==> config.mk <==
export PLATFORM = sky130hd
export DESIGN_NAME = pi_regulator_back_calculation_top
export DESIGN_NICKNAME = d
export VERILOG_FILES = /design/src/design/pirbc_pkg.sv /design/src/design/pi_regulator_back_calculation_top.sv
export SDC_FILE = /design/constraint.sdc
export NUM_CORES = 2
export LEC_CHECK = 0
export BUFFER_PORTS_ARGS = -buffer_cell sky130_fd_sc_hd__buf_2
export CAP_MARGIN = 40
export CORE_MARGIN = 2
export CORE_UTILIZATION = 35
export DETAILED_ROUTE_END_ITERATION = 7
export PLACE_DENSITY = 0.56
export SYNTH_ARGS = -nofsm -noshare
export SYNTH_HDL_FRONTEND = slang
export SYNTH_SLANG_ARGS = --single-unit
==> constraint.sdc <==
create_clock -name clk -period 10.2 [get_ports clk]
set_input_delay 0.51 -clock clk [delete_from_list [all_inputs] [get_ports clk]]
set_output_delay 0.51 -clock clk [all_outputs]
set_load 0.02 [all_outputs]
==> src/design/pirbc_pkg.sv <==
// Package for the PI regulator with back-calculation anti-windup.
// Widths, register indexes, reset values and saturation helpers.
// No dependencies.
`default_nettype none

package pirbc_pkg;

    localparam int DATA_W  = 32;               // Q16.16 word
    localparam int RATIO_W = 17;               // Q1.16 step ratio, 1.0 included
    localparam int FRAC_W  = 16;
    localparam int SUM_W   = DATA_W + 3;       // room for exact sums and differences
    localparam int HI_W    = DATA_W + 1;       // upper half of the shift-add product
    localparam int ADD_W   = DATA_W + 2;       // adder of one multiply step
    localparam int CNT_W   = $clog2(DATA_W);
    localparam int CFG_IDX_W = 3;

    localparam int MUL1_STEPS = DATA_W;
    localparam int MUL2_STEPS = RATIO_W;

    localparam logic [CFG_IDX_W-1:0] REG_GAIN_KP      = 3'd0;
    localparam logic [CFG_IDX_W-1:0] REG_STEP_RATIO   = 3'd1;
    localparam logic [CFG_IDX_W-1:0] REG_PRESET_VALUE = 3'd2;
    localparam logic [CFG_IDX_W-1:0] REG_UPPER_LIMIT  = 3'd3;
    localparam logic [CFG_IDX_W-1:0] REG_LOWER_LIMIT  = 3'd4;

    localparam logic signed [DATA_W-1:0] S32_MAX = {1'b0, {(DATA_W-1){1'b1}}};
    localparam logic signed [DATA_W-1:0] S32_MIN = {1'b1, {(DATA_W-1){1'b0}}};
    localparam logic [RATIO_W-1:0]       Q_ONE   = {1'b1, {(RATIO_W-1){1'b0}}};

    localparam logic signed [DATA_W-1:0] GAIN_KP_RST = 32'sh0001_0000;

    function automatic logic signed [SUM_W-1:0] sext_sum(input logic signed [DATA_W-1:0] v);
        sext_sum = {{(SUM_W-DATA_W){v[DATA_W-1]}}, v};
    endfunction

    // saturate an exact sum to the signed word range
    function automatic logic signed [DATA_W-1:0] sat_sum(input logic signed [SUM_W-1:0] v);
        if (v[SUM_W-1:DATA_W-1] == {(SUM_W-DATA_W+1){v[SUM_W-1]}})
            sat_sum = v[DATA_W-1:0];
        else if (v[SUM_W-1])
            sat_sum = S32_MIN;
        else
            sat_sum = S32_MAX;
    endfunction

endpackage

`default_nettype wire

==> src/design/pi_regulator_back_calculation_top.sv <==
// PI regulator, back-calculation anti-windup, signed Q16.16.
// Inputs are accepted only in idle, so one transaction is processed at a time;
// a result waits in the clamp state until the output register is free.
// Radix-2 shift-add multiplier: 32 steps for gain * error, 17 for prop * ratio.
// Reset: asynchronous, active low; registers take their reset values, integrator 0.
// Depends on pirbc_pkg.
`default_nettype none

module pi_regulator_back_calculation_top (
    input  wire logic        clk,
    input  wire logic        rst_n,
    // input stream
    input  wire logic        s_tvalid,
    output logic             s_tready,
    input  wire logic [63:0] s_tdata,   // [31:0] reference, [63:32] feedback
    input  wire logic [1:0]  s_tuser,   // [0] preset_flag, [1] clear_flag
    // result stream
    output logic             m_tvalid,
    input  wire logic        m_tready,
    output logic [63:0]      m_tdata,   // [31:0] drive_out, [63:32] integral_value
    // configuration writes
    input  wire logic        cfg_valid,
    output logic             cfg_ready,
    input  wire logic [pirbc_pkg::CFG_IDX_W-1:0] cfg_index,
    input  wire logic [pirbc_pkg::DATA_W-1:0]    cfg_data
);

    localparam int DW = pirbc_pkg::DATA_W;
    localparam int RW = pirbc_pkg::RATIO_W;
    localparam int HW = pirbc_pkg::HI_W;
    localparam int AW = pirbc_pkg::ADD_W;
    localparam int SW = pirbc_pkg::SUM_W;
    localparam int CW = pirbc_pkg::CNT_W;
    localparam int FW = pirbc_pkg::FRAC_W;
    localparam int PW = HW + DW - FW;   // product shifted right by the fraction

    typedef enum logic [2:0] {
        ST_IDLE,
        ST_ERR,
        ST_MUL1,
        ST_PROP,
        ST_MUL2,
        ST_INTEG,
        ST_SUM,
        ST_CLAMP
    } state_t;

    state_t state_reg, state_next;
    logic [CW-1:0] cnt_reg, cnt_next;

    logic signed [DW-1:0] gain_kp_reg, gain_kp_next;
    logic [RW-1:0]        step_ratio_reg, step_ratio_next;
    logic signed [DW-1:0] preset_value_reg, preset_value_next;
    logic signed [DW-1:0] upper_limit_reg, upper_limit_next;
    logic signed [DW-1:0] lower_limit_reg, lower_limit_next;

    logic signed [DW-1:0] ref_reg, ref_next;
    logic signed [DW-1:0] fbk_reg, fbk_next;
    logic                 preset_reg, preset_next;
    logic                 clear_reg, clear_next;

    logic signed [DW-1:0] mcand_reg, mcand_next;
    logic signed [HW-1:0] hi_reg, hi_next;
    logic [DW-1:0]        lo_reg, lo_next;

    logic signed [DW-1:0] prop_reg, prop_next;
    logic signed [DW-1:0] integ_reg, integ_next;
    logic signed [DW-1:0] y_reg, y_next;

    logic signed [DW-1:0] drive_reg, drive_next;
    logic signed [DW-1:0] integ_out_reg, integ_out_next;
    logic                 out_valid_reg, out_valid_next;

    // multiply step and datapath helpers
    logic signed [AW-1:0] mcand_ext;
    logic signed [AW-1:0] addend;
    logic signed [AW-1:0] step_sum;
    logic                 sign_step;
    logic signed [DW-1:0] err_sat;
    logic [PW-1:0]        prod_shr;
    logic signed [DW-1:0] prop_sat;
    logic signed [SW-1:0] inc_ext;
    logic [RW-1:0]        ratio_lim;
    logic signed [DW-1:0] limit_sel;

    assign cfg_ready = 1'b1;
    assign s_tready  = (state_reg == ST_IDLE);
    assign m_tvalid  = out_valid_reg;
    assign m_tdata   = {integ_out_reg, drive_reg};

    always_comb
    begin
        // one bit of the multiplier per cycle; the sign bit of a signed
        // multiplier is weighted negative, so the last gain step subtracts
        sign_step = (state_reg == ST_MUL1) && (cnt_reg == CW'(pirbc_pkg::MUL1_STEPS - 1));
        mcand_ext = {{(AW-DW){mcand_reg[DW-1]}}, mcand_reg};
        if (!lo_reg[0])
            addend = '0;
        else if (sign_step)
            addend = -mcand_ext;
        else
            addend = mcand_ext;
        step_sum = {hi_reg[HW-1], hi_reg} + addend;

        err_sat = pirbc_pkg::sat_sum(pirbc_pkg::sext_sum(ref_reg) - pirbc_pkg::sext_sum(fbk_reg));

        // floor shift of the full product is an arithmetic shift
        prod_shr = {hi_reg, lo_reg[DW-1:FW]};
        if (prod_shr[PW-1:DW-1] == {(PW-DW+1){prod_shr[PW-1]}})
            prop_sat = prod_shr[DW-1:0];
        else if (prod_shr[PW-1])
            prop_sat = pirbc_pkg::S32_MIN;
        else
            prop_sat = pirbc_pkg::S32_MAX;

        // after the ratio steps, product bit FW sits in lo_reg[DW-1]
        inc_ext = {hi_reg[HW-1], hi_reg, lo_reg[DW-1]};

        ratio_lim = (step_ratio_reg > pirbc_pkg::Q_ONE) ? pirbc_pkg::Q_ONE : step_ratio_reg;

        limit_sel = (y_reg <= lower_limit_reg) ? lower_limit_reg : upper_limit_reg;
    end

    always_comb
    begin
        state_next        = state_reg;
        cnt_next          = cnt_reg;
        gain_kp_next      = gain_kp_reg;
        step_ratio_next   = step_ratio_reg;
        preset_value_next = preset_value_reg;
        upper_limit_next  = upper_limit_reg;
        lower_limit_next  = lower_limit_reg;
        ref_next          = ref_reg;
        fbk_next          = fbk_reg;
        preset_next       = preset_reg;
        clear_next        = clear_reg;
        mcand_next        = mcand_reg;
        hi_next           = hi_reg;
        lo_next           = lo_reg;
        prop_next         = prop_reg;
        integ_next        = integ_reg;
        y_next            = y_reg;
        drive_next        = drive_reg;
        integ_out_next    = integ_out_reg;
        out_valid_next    = out_valid_reg;

        if (cfg_valid)
        begin
            unique case (cfg_index)
                pirbc_pkg::REG_GAIN_KP:      gain_kp_next      = cfg_data;
                pirbc_pkg::REG_STEP_RATIO:   step_ratio_next   = cfg_data[RW-1:0];
                pirbc_pkg::REG_PRESET_VALUE: preset_value_next = cfg_data;
                pirbc_pkg::REG_UPPER_LIMIT:  upper_limit_next  = cfg_data;
                pirbc_pkg::REG_LOWER_LIMIT:  lower_limit_next  = cfg_data;
                default: ;
            endcase
        end

        if (out_valid_reg && m_tready)
            out_valid_next = 1'b0;

        unique case (state_reg)
            ST_IDLE:
            begin
                if (s_tvalid)
                begin
                    ref_next    = s_tdata[DW-1:0];
                    fbk_next    = s_tdata[2*DW-1:DW];
                    preset_next = s_tuser[0];
                    clear_next  = s_tuser[1];
                    state_next  = ST_ERR;
                end
            end
            ST_ERR:
            begin
                mcand_next = gain_kp_reg;
                hi_next    = '0;
                lo_next    = err_sat;
                cnt_next   = '0;
                state_next = ST_MUL1;
            end
            ST_MUL1:
            begin
                hi_next  = step_sum[AW-1:1];
                lo_next  = {step_sum[0], lo_reg[DW-1:1]};
                cnt_next = cnt_reg + 1'b1;
                if (cnt_reg == CW'(pirbc_pkg::MUL1_STEPS - 1))
                    state_next = ST_PROP;
            end
            ST_PROP:
            begin
                prop_next  = clear_reg ? '0 : prop_sat;
                mcand_next = prop_sat;
                hi_next    = '0;
                lo_next    = {{(DW-RW){1'b0}}, ratio_lim};
                cnt_next   = '0;
                state_next = (clear_reg || preset_reg) ? ST_INTEG : ST_MUL2;
            end
            ST_MUL2:
            begin
                hi_next  = step_sum[AW-1:1];
                lo_next  = {step_sum[0], lo_reg[DW-1:1]};
                cnt_next = cnt_reg + 1'b1;
                if (cnt_reg == CW'(pirbc_pkg::MUL2_STEPS - 1))
                    state_next = ST_INTEG;
            end
            ST_INTEG:
            begin
                priority if (clear_reg)
                    integ_next = '0;
                else if (preset_reg)
                    integ_next = pirbc_pkg::sat_sum(pirbc_pkg::sext_sum(preset_value_reg)
                                                    - pirbc_pkg::sext_sum(prop_reg));
                else
                    integ_next = pirbc_pkg::sat_sum(pirbc_pkg::sext_sum(integ_reg) + inc_ext);
                state_next = ST_SUM;
            end
            ST_SUM:
            begin
                y_next = pirbc_pkg::sat_sum(pirbc_pkg::sext_sum(prop_reg)
                                            + pirbc_pkg::sext_sum(integ_reg));
                state_next = ST_CLAMP;
            end
            ST_CLAMP:
            begin
                // hold here until the output register is free
                if (!out_valid_reg || m_tready)
                begin
                    priority if (upper_limit_reg < lower_limit_reg)
                    begin
                        drive_next     = '0;
                        integ_out_next = integ_reg;
                    end
                    else if ((y_reg <= lower_limit_reg) || (y_reg >= upper_limit_reg))
                    begin
                        // back-calculate the integrator onto the active limit
                        drive_next     = limit_sel;
                        integ_next     = pirbc_pkg::sat_sum(pirbc_pkg::sext_sum(limit_sel)
                                                            - pirbc_pkg::sext_sum(prop_reg));
                        integ_out_next = integ_next;
                    end
                    else
                    begin
                        drive_next     = y_reg;
                        integ_out_next = integ_reg;
                    end
                    out_valid_next = 1'b1;
                    state_next     = ST_IDLE;
                end
            end
            default: state_next = ST_IDLE;
        endcase
    end

    always_ff @(posedge clk or negedge rst_n)
    begin
        if (!rst_n)
        begin
            state_reg        <= ST_IDLE;
            cnt_reg          <= '0;
            gain_kp_reg      <= pirbc_pkg::GAIN_KP_RST;
            step_ratio_reg   <= '0;
            preset_value_reg <= '0;
            upper_limit_reg  <= pirbc_pkg::S32_MAX;
            lower_limit_reg  <= pirbc_pkg::S32_MIN;
            ref_reg          <= '0;
            fbk_reg          <= '0;
            preset_reg       <= 1'b0;
            clear_reg        <= 1'b0;
            mcand_reg        <= '0;
            hi_reg           <= '0;
            lo_reg           <= '0;
            prop_reg         <= '0;
            integ_reg        <= '0;
            y_reg            <= '0;
            drive_reg        <= '0;
            integ_out_reg    <= '0;
            out_valid_reg    <= 1'b0;
        end
        else
        begin
            state_reg        <= state_next;
            cnt_reg          <= cnt_next;
            gain_kp_reg      <= gain_kp_next;
            step_ratio_reg   <= step_ratio_next;
            preset_value_reg <= preset_value_next;
            upper_limit_reg  <= upper_limit_next;
            lower_limit_reg  <= lower_limit_next;
            ref_reg          <= ref_next;
            fbk_reg          <= fbk_next;
            preset_reg       <= preset_next;
            clear_reg        <= clear_next;
            mcand_reg        <= mcand_next;
            hi_reg           <= hi_next;
            lo_reg           <= lo_next;
            prop_reg         <= prop_next;
            integ_reg        <= integ_next;
            y_reg            <= y_next;
            drive_reg        <= drive_next;
            integ_out_reg    <= integ_out_next;
            out_valid_reg    <= out_valid_next;
        end
    end

endmodule

`default_nettype wire

==> results.yml <==
critical_path:
  r2r_cells: 24
  worstSetupStartpointType: "flip-flop"
  worstPathArrival_ns: 7.66
  critical_path.max_stage_delay_ns: 0.52
  slowest_stage: "mux2i_4"
  cp-end-kind: "flip-flop"
  r2r_setup_slack_ns: 3.10
  path_class: "reg2reg"
  worstPathCellList: "inv_1, ha_1, nand4_1, or3_1, nor4_1, o311ai_1, nand3_2, mux2i_4, buf_4, nand2_1, o21ai_0, ha_1, o21ai_0, nor4b_1, o21ai_0, a31oi_1, a31oi_1, o21ai_2, mux2i_2, buf_4, and3_1, a21boi_0, a21oi_1, o21ai_0"
  critPathMostFrequentCell: "o21ai_0"
  rr_startpoint: "lower_limit_reg[31]"
  rr_endpoint: "integ_out_reg[24]"
  crit_end: "integ_out_reg[24]"
  cp_top_family: "compound AO/OA/AOI/OAI gates"
  critical_path_depth: 24
  worstSetupStartpoint: "lower_limit_reg[31]"
  required_ns: 10.76
  worstPathMaxFanout: 47
  worst-path-buf-inv: 3
cts:
  cts.sinks: 477
  h-tree-depth: 2
  cts.repair.resized: 0
  cts_tree: "done"
  cts.reportedPaths.clkPinSlew_ns: 0.06
  clk_latency_ns: 0.66
  cts_buffers: 55
  root_buffer: "clkbuf_16"
  clk_path_buf_depth: 3
layout:
  final_nets: 4303
  area.sequential_um2: 12000
  area_growth_pct: 13.0
  drive_gt1_share_pct: 14.6
  multi_input_area_um2: 20200
  largest_reg_flops: 33
  fillCellCount: 9609
logic_synthesis:
  synth.most_common_cell: "nand2_1"
  ys_ff_latch: 477
  synth-edff-count: 0
  ys_warn_count: 0
  synth_top_area_share_pct: 33.2
  yosys-top-cells-count: "463 x nand2_1, 444 x dfrtp_1, 376 x o21ai_0, 294 x ha_1, 235 x a21oi_1"
  synth_ff_type: "dfrtp_1"
  yosysSeqAreaShare_pct: 35.8
  syn_inst: 3763
  synth.distinct_cells: 100
  netlist_top_cells_area: "dfrtp_1 33%, ha_1 11%, o21ai_0 5.6%"
  synth_top_cell_by_area: "dfrtp_1"
  async_flop_share_pct: 100
  syn-num-nets: 4169
  syn_area_per_cell_um2: 8.89
  synth_area_um2: 33500
global_routing:
  busiest_layer: "met2"
  grt_use_met1_pct: 32.0
  grt_usage_pct: 23.1
  grt_pass1_vias: 27581
  antenna_found_initial: 7
  gr-usage-met2_pct: 35.8
  grt_max_degree: 140
  gr-total-overflow: 0
  grt_pass1_wl_mm: 173
  gr-usage-met3_pct: 4.53
timing:
  rsz0062_at_grt: "false"
  fin_crit_ns: 7.10
  max_slew_margin_pct: 36.8
  setup_viol: 0
  period_share_pct: 69.6
  finClkSkew_ns: 0.0238
  slew_violations: 0
  hold_viol: 0
  fmax_ghz: 0.141
  worstMarginPinSlew_ns: 0.938
  setup-tns-final_ns: 0
detailed_routing:
  totalWireLength_mm: 115
  drt-vias-per-instance: 5.56
  dr.pass1.iters: 8
  postRouteAntennaNets: 0
  wl_per_cell_um: 22.1
  vias: 28958
  drt_iter0_drc: 2377
  drc_errors: 0
status:
  status: "complete, no violations"
floorplan:
  start_util_pct: 35.3
  core_um2: 94900
  die-area_um2: 98100
  die_w_um: 313
  ioPinCount: 173
  die_h_um: 313
  rows: 113
placement:
  port_buffers: 171
  post-dp-hpwl_mm: 90.1
  gp_congestion: 0.935
hold_path:
  min_from: "s_tdata[34]"
  hp-class: "in2reg"
run:
  cap_violations: 0
==> worst min-delay path, stage by stage <==
cell and delay, ns:
buf_2 0.07, nand2_1 0.03, o21ai_0 0.05
==> timing repair <==
item,in CTS,in global routing
hold buffers,1,0
endpoints found under the hold margin,70,0
setup buffers,0,0
==> per-stage QoR <==
| step | utilization [%] | instance area [µm²] | setup WS [ns] | instances | hold WS [ns] |
|---|---|---|---|---|---|
| 6_report | 39.9 | 37800 | 3.10 | 5210 | 0.0613 |
| 5_1_grt | 39.9 | 37800 | 2.47 | 5210 | 0.0532 |
| 4_1_cts | 39.9 | 37800 | 3.14 | 5207 | 0.0281 |
| 3_5_place_dp | 37.9 | 35900 | 3.17 | 5103 | 0.466 |
| 3_3_place_gp | 37.6 | 35700 | 3.32 | 5084 | 0.458 |
| 2_1_floorplan | - | 33500 | 4.45 | 3763 | 0.214 |
==> per-layer routing <==
metal  wire [µm]  share of wire [%]
met5          28              0.024
met4        3860                3.4
met3        7870                6.8
met2       51200                 44
met1       52100                 45
==> worst min path at each step <==
| stage | endpoint | cells after the start |
|---|---|---|
| 2_1_floorplan | clear_reg | 0 |
| 3_3_place_gp | drive_reg[22] | 2 |
| 3_5_place_dp | drive_reg[27] | 2 |
| 4_1_cts | fbk_reg[14] | 3 |
| 5_1_grt | fbk_reg[3] | 3 |
| 6_report | fbk_reg[2] | 3 |
==> placed cells by master (no fill, tap or decap), types with 34 or more instances in the layout <==
cell,instances
nand2_1,463
dfrtp_1,444
o21ai_0,376
ha_1,294
a21oi_1,235
nor2_1,226
inv_1,209
buf_2,181
mux2_2,151
a21o_1,109
xnor2_1,106
xor2_1,76
nand3_1,57
clkbuf_16,56
a31oi_1,50
nor3_1,49
mux2i_1,48
o21a_1,43
buf_4,42
and2_1,36
nand4_1,34
==> logic make-up (layout without fill, tap and decap cells) <==
group                    after synthesis  count (layout)  share of synthesized area [%]
buffers and inverters                366             546                           4.32
other                                  1               3                         0.0112
XOR/XNOR                             184             184                           4.82
AO/OA/AOI/OAI                       1182            1182                           22.7
AND/OR/NAND/NOR                     1049            1049                           14.3
adder cells (fa/ha/maj)              303             303                           11.4
flip-flops                           477             477                           35.8
multiplexers                         201             201                           6.60
==> cell type report <==
class                           instances  share of cell area, %
Clock inverter                         18                  0.629
Antenna cell                            2                 0.0132
Multi-Input combinational cell       2920                   53.3
Clock buffer                           85                   4.36
Tap cell                             1265                   4.19
Inverter                              209                   2.07
Sequential cell                       477                   31.7
Timing Repair Buffer                  234                   3.75
Power is not shown: default switching activity piles up to over one toggle a cycle in this logic, so the estimate is an artifact.
